===== src/sv/slfc_pkg.sv =====
// ----------------------------------------------------------------------------
// slfc_pkg
// Shared types and constants of the sync-word length-prefixed frame checker.
// ----------------------------------------------------------------------------
package slfc_pkg;

    localparam int REF_DEPTH_DEF   = 4096;
    localparam int COUNT_WIDTH_DEF = 32;

    localparam logic [7:0]  SYNC0         = 8'hAA;
    localparam logic [7:0]  SYNC1         = 8'h55;
    localparam logic [12:0] REF_LEN_RST   = 13'd0;
    localparam logic [15:0] PAY_LIMIT_RST = 16'd4096;
    localparam logic [7:0]  ECHO_CMD_RST  = 8'h02;

    localparam logic [1:0] CFG_REF_LEN   = 2'd0;
    localparam logic [1:0] CFG_PAY_LIMIT = 2'd1;
    localparam logic [1:0] CFG_ECHO_CMD  = 2'd2;

    localparam logic [1:0] KIND_BYTE    = 2'd0;
    localparam logic [1:0] KIND_REF_WR  = 2'd1;
    localparam logic [1:0] KIND_RESTART = 2'd2;

    localparam int C_ECHOED = 0;
    localparam int C_MATCH  = 1;
    localparam int C_MISM   = 2;
    localparam int C_EXTRA  = 3;
    localparam int C_ECHOF  = 4;
    localparam int C_OTHERF = 5;
    localparam int C_INVAL  = 6;
    localparam int C_DROP   = 7;
    localparam int C_NUM    = 8;

    typedef enum logic [2:0] {
        PH_IDLE,
        PH_HELD,
        PH_CMD,
        PH_LLO,
        PH_LHI,
        PH_PAY
    } phase_t;

    // work handed from the parser stage to the tally stage
    typedef struct packed {
        logic        restart;
        logic        cmp;
        logic        extra;
        logic [7:0]  actual;
        logic        echo_commit;
        logic [15:0] pay_len;
        logic        other_inc;
        logic        inval_inc;
        logic [2:0]  drop_amt;
    } stage_t;

endpackage


===== src/sv/slfc_tally.sv =====
// ----------------------------------------------------------------------------
// slfc_tally
// Payload compare, per-frame tallies, saturating committed counters, snapshot.
// ----------------------------------------------------------------------------
module slfc_tally #(
    parameter int REF_DEPTH   = slfc_pkg::REF_DEPTH_DEF,
    parameter int COUNT_WIDTH = slfc_pkg::COUNT_WIDTH_DEF
) (
    input  logic                         clk,
    input  logic                         rst_n,
    input  logic                         take,
    input  logic                         m_tready,
    input  slfc_pkg::stage_t             p1,
    input  logic [$clog2(REF_DEPTH)-1:0] p1_index,
    input  logic [7:0]                   ref_byte,
    output logic                         m_tvalid,
    output logic [311:0]                 m_tdata
);
    import slfc_pkg::*;

    localparam int CW = COUNT_WIDTH;
    localparam int AW = $clog2(REF_DEPTH);

    logic [CW-1:0] cnt_reg [C_NUM];
    logic [CW-1:0] cnt_next [C_NUM];
    logic [15:0]   ftm_reg, ftm_next, ftx_reg, ftx_next, fte_reg, fte_next;
    logic          pend_reg, pend_next;
    logic [AW-1:0] pidx_reg, pidx_next;
    logic [7:0]    pexp_reg, pexp_next, pact_reg, pact_next;
    logic          seen_reg, seen_next;
    logic [AW-1:0] fidx_reg, fidx_next;
    logic [7:0]    fexp_reg, fexp_next, fact_reg, fact_next;
    logic          mv_reg, mv_next;
    logic          hit, miss;

    function automatic logic [CW-1:0] sat_add(input logic [CW-1:0] cur,
                                              input logic [15:0] amt);
        logic [CW:0] sum;
        sum = {1'b0, cur} + (CW + 1)'(amt);
        return sum[CW] ? {CW{1'b1}} : sum[CW-1:0];
    endfunction

    always_ff @(posedge clk or negedge rst_n)
    begin
        if (!rst_n)
        begin
            for (int i = 0; i < C_NUM; i++)
            begin
                cnt_reg[i] <= '0;
            end
            ftm_reg  <= '0;
            ftx_reg  <= '0;
            fte_reg  <= '0;
            pend_reg <= 1'b0;
            pidx_reg <= '0;
            pexp_reg <= '0;
            pact_reg <= '0;
            seen_reg <= 1'b0;
            fidx_reg <= '0;
            fexp_reg <= '0;
            fact_reg <= '0;
            mv_reg   <= 1'b0;
        end
        else
        begin
            for (int i = 0; i < C_NUM; i++)
            begin
                cnt_reg[i] <= cnt_next[i];
            end
            ftm_reg  <= ftm_next;
            ftx_reg  <= ftx_next;
            fte_reg  <= fte_next;
            pend_reg <= pend_next;
            pidx_reg <= pidx_next;
            pexp_reg <= pexp_next;
            pact_reg <= pact_next;
            seen_reg <= seen_next;
            fidx_reg <= fidx_next;
            fexp_reg <= fexp_next;
            fact_reg <= fact_next;
            mv_reg   <= mv_next;
        end
    end

    always_comb
    begin
        for (int i = 0; i < C_NUM; i++)
        begin
            cnt_next[i] = cnt_reg[i];
        end
        ftm_next  = ftm_reg;
        ftx_next  = ftx_reg;
        fte_next  = fte_reg;
        pend_next = pend_reg;
        pidx_next = pidx_reg;
        pexp_next = pexp_reg;
        pact_next = pact_reg;
        seen_next = seen_reg;
        fidx_next = fidx_reg;
        fexp_next = fexp_reg;
        fact_next = fact_reg;
        mv_next   = mv_reg && !m_tready;
        hit  = p1.cmp && (ref_byte == p1.actual);
        miss = p1.cmp && (ref_byte != p1.actual);

        if (take)
        begin
            mv_next = 1'b1;
            if (p1.restart)
            begin
                for (int i = 0; i < C_NUM; i++)
                begin
                    cnt_next[i] = '0;
                end
                ftm_next  = '0;
                ftx_next  = '0;
                fte_next  = '0;
                pend_next = 1'b0;
                pidx_next = '0;
                pexp_next = '0;
                pact_next = '0;
                seen_next = 1'b0;
                fidx_next = '0;
                fexp_next = '0;
                fact_next = '0;
            end
            else
            begin
                ftm_next = ftm_reg + {15'd0, hit};
                ftx_next = ftx_reg + {15'd0, miss};
                fte_next = fte_reg + {15'd0, p1.extra};
                if (miss && !pend_reg)
                begin
                    pend_next = 1'b1;
                    pidx_next = p1_index;
                    pexp_next = ref_byte;
                    pact_next = p1.actual;
                end
                if (p1.echo_commit)
                begin
                    cnt_next[C_ECHOF]  = sat_add(cnt_reg[C_ECHOF], 16'd1);
                    cnt_next[C_ECHOED] = sat_add(cnt_reg[C_ECHOED], p1.pay_len);
                    cnt_next[C_MATCH]  = sat_add(cnt_reg[C_MATCH], ftm_next);
                    cnt_next[C_MISM]   = sat_add(cnt_reg[C_MISM], ftx_next);
                    cnt_next[C_EXTRA]  = sat_add(cnt_reg[C_EXTRA], fte_next);
                    if (pend_next && !seen_reg)
                    begin
                        seen_next = 1'b1;
                        fidx_next = pidx_next;
                        fexp_next = pexp_next;
                        fact_next = pact_next;
                    end
                    ftm_next  = '0;
                    ftx_next  = '0;
                    fte_next  = '0;
                    pend_next = 1'b0;
                end
                if (p1.other_inc)
                begin
                    cnt_next[C_OTHERF] = sat_add(cnt_reg[C_OTHERF], 16'd1);
                end
                if (p1.inval_inc)
                begin
                    cnt_next[C_INVAL] = sat_add(cnt_reg[C_INVAL], 16'd1);
                end
                cnt_next[C_DROP] = sat_add(cnt_reg[C_DROP], {13'd0, p1.drop_amt});
            end
        end
    end

    assign m_tvalid = mv_reg;
    assign m_tdata  = {7'd0,
                       fact_reg,
                       fexp_reg,
                       32'(fidx_reg),
                       seen_reg,
                       32'(cnt_reg[C_DROP]),
                       32'(cnt_reg[C_INVAL]),
                       32'(cnt_reg[C_OTHERF]),
                       32'(cnt_reg[C_ECHOF]),
                       32'(cnt_reg[C_EXTRA]),
                       32'(cnt_reg[C_MISM]),
                       32'(cnt_reg[C_MATCH]),
                       32'(cnt_reg[C_ECHOED])};

`ifndef SYNTHESIS
    a_restart_clears: assert property (@(posedge clk) disable iff (!rst_n)
        take && p1.restart |=> !seen_reg && cnt_reg[C_ECHOED] == '0 && cnt_reg[C_DROP] == '0)
        else $error("restart did not clear the tallies");

    a_seen_sticky: assert property (@(posedge clk) disable iff (!rst_n)
        $fell(seen_reg) |-> $past(take && p1.restart))
        else $error("first mismatch record lost without restart");

    a_cmp_xor_extra: assert property (@(posedge clk) disable iff (!rst_n)
        take |-> !(p1.cmp && p1.extra))
        else $error("payload byte both compared and extra");

    a_frame_clear: assert property (@(posedge clk) disable iff (!rst_n)
        take && !p1.restart && p1.echo_commit |=> ftm_reg == '0 && !pend_reg)
        else $error("frame tallies not cleared at commit");
`endif
endmodule

===== config.mk =====
export PLATFORM = sky130hd
export DESIGN_NAME = slfc_tally
export DESIGN_NICKNAME = d
export VERILOG_FILES = /design/src/sv/slfc_pkg.sv /design/src/sv/slfc_tally.sv
export SDC_FILE = /design/constraint.sdc
export NUM_CORES = 1
export LEC_CHECK = 0
export BUFFER_PORTS_ARGS = -buffer_cell sky130_fd_sc_hd__buf_4
export CORE_ASPECT_RATIO = 0.6
export CORE_UTILIZATION = 45
export DETAILED_ROUTE_END_ITERATION = 16
export PLACE_DENSITY_LB_ADDON = 0.1
export SLEW_MARGIN = 10
export SYNTH_ARGS = -nofsm -noshare
export SYNTH_HDL_FRONTEND = slang
export SYNTH_SLANG_ARGS = --single-unit

===== constraint.sdc =====
create_clock -name clk -period 7.67 [get_ports clk]
set_input_delay 0.3835 -clock clk [delete_from_list [all_inputs] [get_ports clk]]
set_output_delay 0.3835 -clock clk [all_outputs]
set_load 0.02 [all_outputs]

# After elaboration in Yosys (flattened, before gate mapping)
# Index checks and enable logic that the tools add are counted.
# op_classes
n_addsub	11
n_eq_ne	2
mux	42
reduce_logical	16
# op_table
op	n
two-way mux 32 bit	10
two-way mux 256 bit	1
two-way mux 160 bit	1
adder 32 x 16 -> 33 bit	4
adder 32 x 1 -> 33 bit, second input constant	3
two-way mux 16 bit	6
two-way mux 8 bit	10
two-way mux 12 bit	5
adder 16 x 1 -> 16 bit	3
adder 32 x 3 -> 33 bit	1
two-way mux 1 bit	9
== test 8 bit	1
inequality test 8 bit	1
nonzero test 2 bit	4
AND reduction 2 bit	3
logical AND 1 bit	5
logical NOT 1 bit	3
AND reduction 3 bit	1
# totals
ff_bits	363
in_bits	57
out_inout_bits	313
elab_cells	91

# Depth between registers and ports, before layout
# logic_depth
depth_word	10
depth_mapped	23
ltp_nobuf	21

# Worst setup path before layout
# OpenSTA, ideal clock, no wires.
# synth_path
kind	input -> register
from	in p1[27] (netlist name)
to	reg cnt_reg, in the netlist m_tdata[63]
arrival_ns	4.084
setup_slack_ns	3.518
cell_stages	20
n_path_buf	2
path_cell_list	xor2_1 -> nor4_1 -> and3_1 -> ha_1 -> ha_1 -> and3_1 -> and4_1 -> nand3_1 -> xnor2_1 -> ha_1 -> buf_2 -> nand2_1 -> o21ai_0 -> o22ai_1 -> o31ai_4 -> and2_0 -> clkbuf_1 -> nand2_1 -> or3_1 -> nand3_1
# synth_between
elab_chain_cells	7
# synth_rtl
item	line	text
from (decl)	slfc_tally.sv:13	input slfc_pkg::stage_t p1,
== test 8 bit	slfc_tally.sv:103	hit = p1.cmp && (ref_byte == p1.actual);
logical AND 1 bit	slfc_tally.sv:103	
adder 16 x 1 -> 16 bit	slfc_tally.sv:129	ftm_next = ftm_reg + {15'd0, hit};
adder 32 x 16 -> 33 bit	slfc_tally.sv:39	sum = {1'b0, cur} + (CW + 1)'(amt);
two-way mux 32 bit	slfc_tally.sv:40	return sum[CW] ? {CW{1'b1}} : sum[CW-1:0];
two-way mux 160 bit	slfc_tally.sv:139	if (p1.echo_commit)
two-way mux 256 bit	slfc_tally.sv:109	if (p1.restart)
to (signal, indexed assignment)	slfc_tally.sv:68	cnt_reg[i] <= cnt_next[i];
to (decl)	slfc_tally.sv:24	logic [CW-1:0] cnt_reg [C_NUM];
# Every way passes these cells. The select of a mux whose other input is x is not followed.
# A chain may end at the register's enable or synchronous reset.

# Final worst setup path
# layout_path
from	in p1[25] (netlist name)
to	reg cnt_reg, in the netlist m_tdata[58]
# Same word-level chain as after synthesis.

==> results.json <==
{
  "cts_setup_buffers": 0,
  "synth.avg_cell_area_um2": 8.50,
  "yosysMostFrequentCell": "dfrtp_1",
  "grt_pass1_wl_um": 110000,
  "cts_buffers": 39,
  "coreArea_um2": 49300,
  "fin_setup_tns_ps": 0,
  "netlist_top_cells_area": "dfrtp_1 (40%), o21ai_0 (6.7%), nand2_1 (5.8%), ha_1 (4.2%), a21oi_1 (4.2%)",
  "dr.first_iter.drc_count": 1876,
  "finalMaxSlewViolations": 0,
  "synthTopCellsByCount": "dfrtp_1 (363), nand2_1 (347), o21ai_0 (300)",
  "seqPwrFrac_pct": 42.7,
  "switching_power_mw": 1.40,
  "gp_congestion": 0.921,
  "worst_pin_slew_ps": 1170,
  "synth-edff-count": 0,
  "die_area_um2": 50900,
  "synth_warnings": 0,
  "synth_cell_type_count": 92,
  "powerDensity_nw_per_um2": 182,
  "clk_pin_slew_ps": 60,
  "status": "finished clean",
  "drt-total-wl_um": 69600,
  "holdBufCountCts": 1,
  "fmax_mhz": 212,
  "rows": 63,
  "vdd_ir_drop_max_mv": 0.168,
  "timing.final.crit_period_ps": 4710,
  "overflow": 0,
  "fin_util_pct": 54.3,
  "ctsResizeCount": 0,
  "fp.dieH_um": 175,
  "postSynthCellCount": 2644,
  "grt_pass1_vias": 19915,
  "min_period_over_period_pct": 61.5,
  "syn2layout_area_growth_pct": 19.1,
  "clock-root-buffer": "clkbuf_16",
  "grt_max_degree": 171,
  "ys_async_sr_fraction_pct": 100,
  "worst_setup_path_end_kind": "register",
  "cp_max_fo": 8,
  "yosysTopAreaCell": "dfrtp_1",
  "vias": 21392,
  "antenna_left": 0,
  "cts_tree": "yes",
  "via_per_inst": 5.97,
  "ios": 370,
  "p_int_mw": 3.47,
  "track_usage_pct": 26.5,
  "cp.arrival_ps": 5120,
  "worstPathRequired_ps": 8080,
  "antenna_found_initial": 0,
  "io_buffers": 342,
  "die_w_um": 291,
  "syn-cell-area_um2": 22500,
  "synth_flop_cell": "dfrtp_1",
  "holdWs_ps": 39.2,
  "leakagePower_nw": 12.8,
  "drive_above_1_share_pct": 16.2,
  "nets": 3048,
  "n_antenna_cell": 0,
  "first_pass_iters": 5,
  "crit_path_start_kind": "primary input",
  "dp_hpwl_um": 47600,
  "synth_seq_area_share_pct": 40.4,
  "max-clock-path-buffers": 3,
  "path_class": "primary input to register",
  "comb_power_share_pct": 16.8,
  "start_util_pct": 45.6,
  "largest_reg_flops": 256,
  "hp-class": "primary input to register",
  "rsz0062_at_grt": "no",
  "synth_seq_cells": 363,
  "insertion_delay_ps": 540,
  "cts.sinks": 363,
  "swShare_pct": 28.8,
  "h-tree-depth": 2,
  "pwr-share-clk_pct": 40.5,
  "wire_per_inst_um": 19.4,
  "hold_viol_final": 0,
  "finalPower_mw": 4.88,
  "synthDominantCellAreaShare_pct": 40.4,
  "clock_skew_ps": 15.0,
  "setup_violations": 0,
  "relSlewSlack_pct": 21.9,
  "cap_violations": 0,
  "drc": 0
}
per-layer routing:
| layer | global-route usage [%] | up-vias | share of wire, % |
|---|---|---|---|
| met5 | 0 | - | 0 |
| met4 | 6.44 | 0 | 2.2 |
| met3 | 3.59 | 88 | 5.6 |
| met2 | 42.1 | 701 | 45 |
| met1 | 38.2 | 10494 | 47 |
| li1 | - | 10109 | - |
cells by family after synthesis:
family,after synthesis,synth area share (%)
AOI/OAI and AO/OA,910,25.6
other,1,0.0167
adders and majority gates,81,4.67
buffers and inverters,277,5.30
xor gates and xnor gates,91,3.54
DFF,363,40.4
muxes,33,1.47
and+or+nand+nor,888,19.0
power by group through the flow:
stage	logic, mW	registers, mW	clock network, mW
3_3_place_gp	0.804	2.11	0
6_report	0.819	2.08	1.98
3_5_place_dp	0.816	2.12	0
2_1_floorplan	0.442	2.18	0
4_1_cts	0.819	2.08	2.03
5_1_grt	0.895	2.09	2.10
area by class of cell:
| type | instances | area (um^2) |
|---|---|---|
| Sequential cell | 363 | 9080 |
| Tap cell | 650 | 813 |
| Clock buffer | 59 | 1180 |
| Inverter | 107 | 402 |
| Clock inverter | 8 | 115 |
| Timing Repair Buffer | 369 | 2810 |
| Multi-Input combinational cell | 2030 | 12400 |
| Fill cell | 4527 | 22600 |
path summary, 6_finish.rpt:
kind                                   from            to  slack [ps]  cells after the start
min in group asynchronous             rst_n  m_tdata[180]         450                      2
worst max register to register   fte_reg[0]  m_tdata[107]        3290                     16
worst min-delay path               m_tready      m_tvalid          40                      2
max in group asynchronous             rst_n   m_tdata[47]        5820                      3
worst max-delay path                 p1[25]   m_tdata[58]        2960                     17
worst min register to register  fidx_reg[7]   fidx_reg[7]         480                      2
critical path: stages:
cell and delay, ps:
buf_4 120, xor2_1 150, nor4_1 560, and3_1 260, ha_1 190, nand3_1 80, nor2_1 310, and4_1 350
and3_1 230, xor2_1 90, ha_1 390, nand4_1 170, or2_2 320, a211oi_1 600, o21ai_1 390, o41ai_1 400
a2bb2oi_1 110
metrics by stage:
step,instance area (um^2),cells,setup WS (ps)
floorplan,22600,2670,3520
global placement,25500,3518,2650
finish,26800,3586,2960
global route,26800,3586,2510
detailed placement,25500,3518,2410
CTS,26800,3586,2970
cells in the final DEF (no fill, tap or decap), types with 67 or more instances in the layout:
| cell type | n |
|---|---|
| ha_1 | 76 |
| nand2_1 | 346 |
| nand3_1 | 100 |
| dfrtp_1 | 363 |
| and3_1 | 67 |
| inv_1 | 106 |
| nor2_1 | 145 |
| buf_4 | 365 |
| o21ai_0 | 299 |
| a21oi_1 | 186 |
No activity file was read; power rests on OpenSTA's default activity.
