File: src/sv/slfc_pkg.sv
// ----------------------------------------------------------------------------
// slfc_pkg
// Shared types and constants of the sync-word length-prefixed frame checker.
// ----------------------------------------------------------------------------
package slfc_pkg;

    localparam int REF_DEPTH_DEF   = 4096;
    localparam int COUNT_WIDTH_DEF = 32;

    localparam logic [7:0]  SYNC0         = 8'hAA;
    localparam logic [7:0]  SYNC1         = 8'h55;
    localparam logic [12:0] REF_LEN_RST   = 13'd0;
    localparam logic [15:0] PAY_LIMIT_RST = 16'd4096;
    localparam logic [7:0]  ECHO_CMD_RST  = 8'h02;

    localparam logic [1:0] CFG_REF_LEN   = 2'd0;
    localparam logic [1:0] CFG_PAY_LIMIT = 2'd1;
    localparam logic [1:0] CFG_ECHO_CMD  = 2'd2;

    localparam logic [1:0] KIND_BYTE    = 2'd0;
    localparam logic [1:0] KIND_REF_WR  = 2'd1;
    localparam logic [1:0] KIND_RESTART = 2'd2;

    localparam int C_ECHOED = 0;
    localparam int C_MATCH  = 1;
    localparam int C_MISM   = 2;
    localparam int C_EXTRA  = 3;
    localparam int C_ECHOF  = 4;
    localparam int C_OTHERF = 5;
    localparam int C_INVAL  = 6;
    localparam int C_DROP   = 7;
    localparam int C_NUM    = 8;

    typedef enum logic [2:0] {
        PH_IDLE,
        PH_HELD,
        PH_CMD,
        PH_LLO,
        PH_LHI,
        PH_PAY
    } phase_t;

    // work handed from the parser stage to the tally stage
    typedef struct packed {
        logic        restart;
        logic        cmp;
        logic        extra;
        logic [7:0]  actual;
        logic        echo_commit;
        logic [15:0] pay_len;
        logic        other_inc;
        logic        inval_inc;
        logic [2:0]  drop_amt;
    } stage_t;

endpackage

File: src/sv/slfc_parser.sv
// ----------------------------------------------------------------------------
// slfc_parser
// Header hunt, length check with replay, payload offset and reference read.
// ----------------------------------------------------------------------------
module slfc_parser #(
    parameter int REF_DEPTH   = slfc_pkg::REF_DEPTH_DEF,
    parameter int COUNT_WIDTH = slfc_pkg::COUNT_WIDTH_DEF
) (
    input  logic                         clk,
    input  logic                         rst_n,
    input  logic                         accept,
    input  logic                         take,
    input  logic [1:0]                   kind,
    input  logic [7:0]                   data_byte,
    input  logic [11:0]                  ref_index,
    input  logic [12:0]                  reference_length,
    input  logic [15:0]                  payload_limit,
    input  logic [7:0]                   echo_command,
    output logic                         mem_en,
    output logic                         mem_we,
    output logic [$clog2(REF_DEPTH)-1:0] mem_addr,
    output logic [7:0]                   mem_wdata,
    output logic                         p1_valid,
    output slfc_pkg::stage_t             p1,
    output logic [$clog2(REF_DEPTH)-1:0] p1_index
);
    import slfc_pkg::*;

    localparam int AW  = $clog2(REF_DEPTH);
    localparam int CW  = COUNT_WIDTH;
    localparam int XW  = (AW > 12) ? AW : 12;
    localparam int DW0 = (CW + 1 > AW + 1) ? CW + 1 : AW + 1;
    localparam int DW  = (DW0 > 13) ? DW0 : 13;

    phase_t      phase_reg, phase_next;
    logic [7:0]  held_reg, held_next;
    logic [7:0]  cmd_reg, cmd_next;
    logic [7:0]  lo_reg, lo_next;
    logic [15:0] rem_reg, rem_next;
    logic [15:0] pos_reg, pos_next;
    logic [15:0] len_reg, len_next;
    logic        echo_reg, echo_next;
    logic [CW-1:0] base_reg, base_next;
    logic        valid_reg, valid_next;
    stage_t      p1_reg, p1_next;
    logic [AW-1:0] idx_reg, idx_next;

    logic [15:0]   hdr_len;
    logic [XW-1:0] wr_idx;
    logic [DW-1:0] off_w, eff_w;
    logic [CW:0]   base_sum;

    always_ff @(posedge clk or negedge rst_n)
    begin
        if (!rst_n)
        begin
            phase_reg <= PH_IDLE;
            held_reg  <= '0;
            cmd_reg   <= '0;
            lo_reg    <= '0;
            rem_reg   <= '0;
            pos_reg   <= '0;
            len_reg   <= '0;
            echo_reg  <= 1'b0;
            base_reg  <= '0;
            valid_reg <= 1'b0;
        end
        else
        begin
            phase_reg <= phase_next;
            held_reg  <= held_next;
            cmd_reg   <= cmd_next;
            lo_reg    <= lo_next;
            rem_reg   <= rem_next;
            pos_reg   <= pos_next;
            len_reg   <= len_next;
            echo_reg  <= echo_next;
            base_reg  <= base_next;
            valid_reg <= valid_next;
        end
    end

    always_ff @(posedge clk)
    begin
        if (accept)
        begin
            p1_reg  <= p1_next;
            idx_reg <= idx_next;
        end
    end

    always_comb
    begin
        phase_next = phase_reg;
        held_next  = held_reg;
        cmd_next   = cmd_reg;
        lo_next    = lo_reg;
        rem_next   = rem_reg;
        pos_next   = pos_reg;
        len_next   = len_reg;
        echo_next  = echo_reg;
        base_next  = base_reg;
        p1_next    = '0;
        p1_next.actual  = data_byte;
        p1_next.pay_len = len_reg;
        hdr_len    = {data_byte, lo_reg};
        wr_idx     = XW'(ref_index);
        off_w      = DW'(base_reg) + DW'(pos_reg);
        eff_w      = (DW'(reference_length) > DW'(REF_DEPTH)) ? DW'(REF_DEPTH)
                                                              : DW'(reference_length);
        base_sum   = {1'b0, base_reg} + (CW + 1)'(len_reg);
        idx_next   = off_w[AW-1:0];
        mem_en     = 1'b0;
        mem_we     = 1'b0;
        mem_addr   = off_w[AW-1:0];
        mem_wdata  = data_byte;

        if (valid_reg && take)
        begin
            valid_next = 1'b0;
        end
        else
        begin
            valid_next = valid_reg;
        end

        if (accept)
        begin
            valid_next = 1'b1;
            case (kind)
                KIND_RESTART:
                begin
                    p1_next.restart = 1'b1;
                    phase_next = PH_IDLE;
                    held_next  = '0;
                    cmd_next   = '0;
                    lo_next    = '0;
                    rem_next   = '0;
                    pos_next   = '0;
                    len_next   = '0;
                    echo_next  = 1'b0;
                    base_next  = '0;
                end
                KIND_REF_WR:
                begin
                    mem_addr = wr_idx[AW-1:0];
                    if ({1'b0, wr_idx} < (XW + 1)'(REF_DEPTH))
                    begin
                        mem_en = 1'b1;
                        mem_we = 1'b1;
                    end
                end
                KIND_BYTE:
                begin
                    case (phase_reg)
                        PH_IDLE:
                        begin
                            held_next  = data_byte;
                            phase_next = PH_HELD;
                        end
                        PH_HELD:
                        begin
                            if (held_reg == SYNC0 && data_byte == SYNC1)
                            begin
                                phase_next = PH_CMD;
                            end
                            else
                            begin
                                p1_next.drop_amt = 3'd1;
                                held_next = data_byte;
                            end
                        end
                        PH_CMD:
                        begin
                            cmd_next   = data_byte;
                            phase_next = PH_LLO;
                        end
                        PH_LLO:
                        begin
                            lo_next    = data_byte;
                            phase_next = PH_LHI;
                        end
                        PH_LHI:
                        begin
                            if (hdr_len > payload_limit)
                            begin
                                // rejected: drop the sync word, rehunt cmd, lo, hi
                                p1_next.inval_inc = 1'b1;
                                if (cmd_reg == SYNC0 && lo_reg == SYNC1)
                                begin
                                    p1_next.drop_amt = 3'd2;
                                    cmd_next   = data_byte;
                                    phase_next = PH_LLO;
                                end
                                else if (lo_reg == SYNC0 && data_byte == SYNC1)
                                begin
                                    p1_next.drop_amt = 3'd3;
                                    phase_next = PH_CMD;
                                end
                                else
                                begin
                                    p1_next.drop_amt = 3'd4;
                                    held_next  = data_byte;
                                    phase_next = PH_HELD;
                                end
                            end
                            else
                            begin
                                echo_next = (cmd_reg == echo_command);
                                if (hdr_len == 16'd0)
                                begin
                                    p1_next.other_inc = (cmd_reg != echo_command);
                                    phase_next = PH_IDLE;
                                end
                                else
                                begin
                                    len_next   = hdr_len;
                                    rem_next   = hdr_len;
                                    pos_next   = '0;
                                    phase_next = PH_PAY;
                                end
                            end
                        end
                        PH_PAY:
                        begin
                            if (echo_reg)
                            begin
                                if (off_w < eff_w)
                                begin
                                    p1_next.cmp = 1'b1;
                                    mem_en = 1'b1;
                                end
                                else
                                begin
                                    p1_next.extra = 1'b1;
                                end
                            end
                            rem_next = rem_reg - 16'd1;
                            pos_next = pos_reg + 16'd1;
                            if (rem_reg == 16'd1)
                            begin
                                phase_next = PH_IDLE;
                                if (echo_reg)
                                begin
                                    p1_next.echo_commit = 1'b1;
                                    base_next = base_sum[CW] ? '1 : base_sum[CW-1:0];
                                end
                                else
                                begin
                                    p1_next.other_inc = 1'b1;
                                end
                            end
                        end
                        default:
                        begin
                            phase_next = PH_IDLE;
                        end
                    endcase
                end
                default:
                begin
                end
            endcase
        end
    end

    assign p1_valid = valid_reg;
    assign p1       = p1_reg;
    assign p1_index = idx_reg;
endmodule

File: config.mk
export PLATFORM = sky130hd
export DESIGN_NAME = slfc_parser
export DESIGN_NICKNAME = d
export VERILOG_FILES = /design/src/sv/slfc_pkg.sv /design/src/sv/slfc_parser.sv
export SDC_FILE = /design/constraint.sdc
export NUM_CORES = 1
export LEC_CHECK = 0
export ABC_AREA = 1
export BUFFER_PORTS_ARGS = -buffer_cell sky130_fd_sc_hd__buf_2
export CORE_UTILIZATION = 35
export CTS_BUF_LIST = sky130_fd_sc_hd__clkbuf_16
export CTS_CLUSTER_DIAMETER = 30
export DETAILED_ROUTE_END_ITERATION = 16
export PLACE_DENSITY = 0.65
export SLEW_MARGIN = 20
export SYNTH_ARGS = -nofsm -noshare
export SYNTH_HDL_FRONTEND = slang
export SYNTH_SLANG_ARGS = --single-unit
File: constraint.sdc
create_clock -name clk -period 3.85 [get_ports clk]
set_input_delay 0.77 -clock clk [delete_from_list [all_inputs] [get_ports clk]]
set_output_delay 0.77 -clock clk [all_outputs]
set_load 0.02 [all_outputs]
Yosys cells after proc, flatten, opt, wreduce, memory -nomap -nowiden:

Cells that the tools add are included.

* add/sub/neg operators: 4
* $lt $le $gt $ge: 3
* equality and inequality tests: 34
* multiplexer cells: 63
* reductions and logical operators: 20

Operators by type and width (number)
* $pmux W16 S2: 5
* $mux W32: 4
* $mux W16: 5
* $add A32 B16 Y33: 2
* $pmux W32 S2: 1
* $pmux W8 S2: 4
* $mux W8: 7
* $lt A33 B13 Y1: 1
* $ne A3 B3 Y1 const B: 10
* $eq A8 B8 Y1 const B: 3
* $mux W12: 2
* $pmux W8 S3: 1
* $reduce_and A5 Y1: 4
* $mux W1: 18
* $mux W3: 6
* $pmux W3 S6: 1
* $add A16 B1 Y16 const B: 1
* $eq A16 B1 Y1 const B: 1
* $eq A8 B7 Y1 const B: 2
* $gt A16 B16 Y1: 1
* $logic_not A16 Y1: 1
* $sub A16 B1 Y16 const B: 1
* $gt A13 B13 Y1 const B: 1
* $mux W13: 1
* 23 further kinds: 41

* flip-flop bits (word level): 154

Logic depth before layout (Yosys ltp):

* depth after elaboration: 8
* mapped depth: 20
* gate-level depth less buffers: 20

Worst setup path after synthesis:

No wires, ideal clock.

* kind: register to output
* start point: register pos_reg[0]
* end point: output mem_en
* arrival time: 3.041 ns
* data required time: 3.080 ns
* setup slack: 0.039 ns
* cell stages (with the launch flop): 18
* buffers on the path: 0
* path through: dfrtp_1 > ha_1 > fa_1 > nand2_1 > nand3_1 > nand2_1 > nand2_1 > xor2_1 > ha_1 > a21oi_1 > nor2_1 > a211oi_1 > nand3_1 > nor2_1 > nand3_1 > nor2_1 > nand4_1 > a21oi_1

* word-level cells in the longest chain between the ends: 7

Ends and longest elaborated chain
* start, declared: RTL line slfc_parser.sv:40 `logic [15:0] pos_reg, pos_next;`
* start signal, assigned: RTL line slfc_parser.sv:75 `pos_reg <= pos_next;`
* $add A32 B16 Y33: RTL line slfc_parser.sv:108 `off_w = DW'(base_reg) + DW'(pos_reg);`
* named net off_w[10]: RTL line slfc_parser.sv:50 `logic [DW-1:0] off_w, eff_w;`
* $lt A33 B13 Y1: RTL line slfc_parser.sv:228 `if (off_w < eff_w)`
* $mux W1: RTL line slfc_parser.sv:228
* $mux W1: RTL line slfc_parser.sv:226 `if (echo_reg)`
* $mux W1: RTL line slfc_parser.sv:155 `case (phase_reg)`
* $pmux W1 S2: RTL line slfc_parser.sv:130 `case (kind)`
* $mux W1: RTL line slfc_parser.sv:127 `if (accept)`
* end, declared: RTL line slfc_parser.sv:19 `output logic mem_en,`

The timed path passes the listed nets, and every way through them passes these cells.

Final worst setup path:

* start point: register base_reg[0]
* end point: output mem_en

* word-level cells in the longest chain between the ends: 7

Ends and longest elaborated chain
* start, declared: RTL line slfc_parser.sv:43 `logic [CW-1:0] base_reg, base_next;`
* start signal, assigned: RTL line slfc_parser.sv:78 `base_reg <= base_next;`
* $add A32 B16 Y33: RTL line slfc_parser.sv:108
* named net off_w[10]: RTL line slfc_parser.sv:50
* $lt A33 B13 Y1: RTL line slfc_parser.sv:228
* $mux W1: RTL line slfc_parser.sv:228
* $mux W1: RTL line slfc_parser.sv:226
* $mux W1: RTL line slfc_parser.sv:155
* $pmux W1 S2: RTL line slfc_parser.sv:130
* $mux W1: RTL line slfc_parser.sv:127

The timed path passes the listed nets, and every way through them passes these cells.

==> results.sh <==
export IMPL_firstDrtPassIters=7
export IMPL_cts_root_buf="clkbuf_16"
export IMPL_synth_distinct_cells=57
export IMPL_slew_headroom_pct=52.6
export IMPL_die_h_um=177
export IMPL_synth_top_area_cell="dfrtp_1"
export IMPL_grt_start_max_net_pins=60
export IMPL_max_freq_mhz=224
export IMPL_layout_nets=1843
export IMPL_port_buffers=130
export IMPL_use_met1_pct=29.0
export IMPL_cts_sinks=154
export IMPL_ys_warn_count=0
export IMPL_drive_gt1_share_pct=20.1
export IMPL_p_leak_uw=0.00680
export IMPL_syn_area_per_cell_um2=7.20
export IMPL_die_w_um=177
export IMPL_finalCritPeriodShare_pct=116
export IMPL_finish_utilization_pct=44.3
export IMPL_vias_per_cell=5.06
export IMPL_syn_cell_area_um2=10800
export IMPL_cts_tree="done"
export IMPL_crit_path_max_incr_delay_ps=390
export IMPL_use_met3_pct=3.58
export IMPL_slew_viol_final=0
export IMPL_wl_per_cell_um=15.4
export IMPL_path_buf_inv=1
export IMPL_crit_path_cell_trace="ha_2, fa_2, nand2_1, nand3_2, nand2_1, nand2_2, xor2_2, ha_1, a21oi_2, nor2_1, a211oi_2, nand3_2, nor2_1, nand3_1, nor2_2, nand4_1, a21oi_2, buf_6"
export IMPL_period_minus_slack_ps=4460
export IMPL_grt_pass1_wl_um=52200
export IMPL_fin_ws_ps=-607
export IMPL_num_vias=10700
export IMPL_synthFlopType="dfrtp_1"
export IMPL_clk_path_buf_depth=2
export IMPL_synth_async_reset_ratio_pct=70.8
export IMPL_row_count=63
export IMPL_dp_cells=2083
export IMPL_start_util_pct=35.9
export IMPL_fin_tns_setup_ps=-607
export IMPL_worstPathRequired_ps=3080
export IMPL_syn_inst=1495
export IMPL_grt_pass1_vias=10100
export IMPL_clock_latency_ps=440
export IMPL_hold_viol=0
export IMPL_setup_viol=1
export IMPL_fin_skew_ps=16.7
export IMPL_path_class="flop to primary output"
export IMPL_clk_pin_slew_ps=70
export IMPL_rsz0062_at_grt="yes"
export IMPL_filler_cell_count=3047
export IMPL_largest_register_ffs=33
export IMPL_first_iter_violations=909
export IMPL_layout_common_cells="nand2_1, inv_1, buf_2, nor2_1, dfrtp_1"
export IMPL_ir_worst_vdd_mv=0.321
export IMPL_grt_overflow_total=0
export IMPL_met2_usage_pct=33.9
export IMPL_drtAntennaViolNets=0
export IMPL_antenna_found_initial=0
export IMPL_slowest_stage="dfrtp_1"
export IMPL_diodes=0
export IMPL_synth_enable_flop_cells=45
export IMPL_cts_hold_buf=0
export IMPL_violations="setup timing"
export IMPL_fin_cells=2118
export IMPL_layout_commonest_cell="nand2_1"
export IMPL_cap_violations=0
export IMPL_netlist_top_cells_area="dfrtp_1, nand2_1, edfxtp_1"
export IMPL_worstSetupStartpointType="flop"
export IMPL_htreeDepth=4
export IMPL_synthToLayoutAreaGrowth_pct=23.3
export IMPL_grt_busiest_layer="met2"
export IMPL_ys_seq_area_share_pct=37.9
export IMPL_syn_nets=1623
export IMPL_crit_fanout=3
export IMPL_core_um2=30000
export IMPL_worst_pin_slew_ps=710
export IMPL_synth_top_area_share_pct=25.3
export IMPL_cp_end_kind="primary output"
export IMPL_dieArea_um2=31500
export IMPL_globalplace_congestion=0.937
export IMPL_path_delay_family="simple AND/OR/NAND/NOR gates"
export IMPL_p_per_area_nw_per_um2=305
export IMPL_grt_usage_pct=21.3
export IMPL_drt_wl_total_um=32700
export IMPL_ys_ff_latch=154
export IMPL_status="complete, but fails checks"
export IMPL_min_path_type="input pin to async pin"
export IMPL_cts_buffers=17
export IMPL_arrival_ps=3690
export IMPL_io_pins=131
export IMPL_drc=0
export IMPL_dp_hpwl_um=25200
final timing paths:
kind	start	end	slack, ps	cells after the start
worst min register to register	held_reg[6]	held_reg[6]	490	2
worst max register to register	base_reg[0]	p1[31]	630	18
max in group asynchronous	rst_n	rem_reg[13]	2670	2
worst max-delay path	base_reg[0]	mem_en	-610	18
min in group clk	held_reg[6]	held_reg[6]	490	2
worst min-delay path	rst_n	base_reg[31]	360	1
final cells by class:
class | count | area (µm²) | area share [%]
Inverter | 210 | 788 | 5.94
Clock buffer | 17 | 425 | 3.20
Clock inverter | 15 | 116 | 0.876
Multi-Input combinational cell | 1095 | 5910 | 44.5
Timing Repair Buffer | 237 | 1480 | 11.1
Tap cell | 390 | 488 | 3.67
Sequential cell | 154 | 4080 | 30.7
repair_timing:
action | CTS | global route
setup endpoints to repair | 1 | 1
gates resized for setup | 11 | 28
pin swaps | 16 | 14
setup buffers | 2 | 1
metal layers:
| layer | part of all wire (%) | wire [µm] | vias up |
|---|---|---|---|
| met5 | 0 | 0 | - |
| met1 | 47 | 15300 | 4978 |
| met4 | 2.5 | 804 | 0 |
| li1 | - | - | 5325 |
| met2 | 45 | 14700 | 367 |
| met3 | 6.0 | 1970 | 53 |
power breakdown:
part / switching (µW) / internal, µW / total [µW]
clock network: 751 / 834 / 1580
registers: 81.3 / 1770 / 1860
logic: 396 / 217 / 613
cell families (layout without fill, tap and decap cells):
logic type	count (synthesis)	after routing	share of synthesized area, %
fa+ha+maj	65	65	7.69
simple gates	747	747	29.5
buf+inv	246	479	9.16
xor+xnor	33	33	2.68
flops	154	154	37.9
compound gates	250	250	13.0
cells in the mapped netlist, types with 3 or more instances:
cell type and number:
a31oi_1 9, a21o_1 4, o31ai_1 4, nand3_1 89
ha_1 63, o21a_1 7, nor2_2 3, a21oi_1 65
xor2_1 24, nand3b_1 4, buf_4 8, nor2_1 122
o22ai_1 11, nand2_1 450, a22oi_1 3, buf_2 14
nor4_1 8, nand2_2 5, o21ai_0 105, edfxtp_1 45
nand4_1 25, o211ai_1 3, a32oi_1 4, o21ai_1 20
nor3_1 12, inv_1 196, clkbuf_1 11, or2_2 13
inv_2 14, xnor2_1 9, dfrtp_1 109
per-stage QoR:
stage	total power, µW	cell area (µm²)	hold WS [ps]	worst slack, ps
final	4050	13300	359	-607
after global routing	4230	13300	415	-757
after CTS	4070	13100	389	-764
after detailed placement	2490	12500	474	-579
after global placement	2480	12500	468	-540
after floorplan	2250	10800	453	39.1
Power figures use the tool's default switching activity.
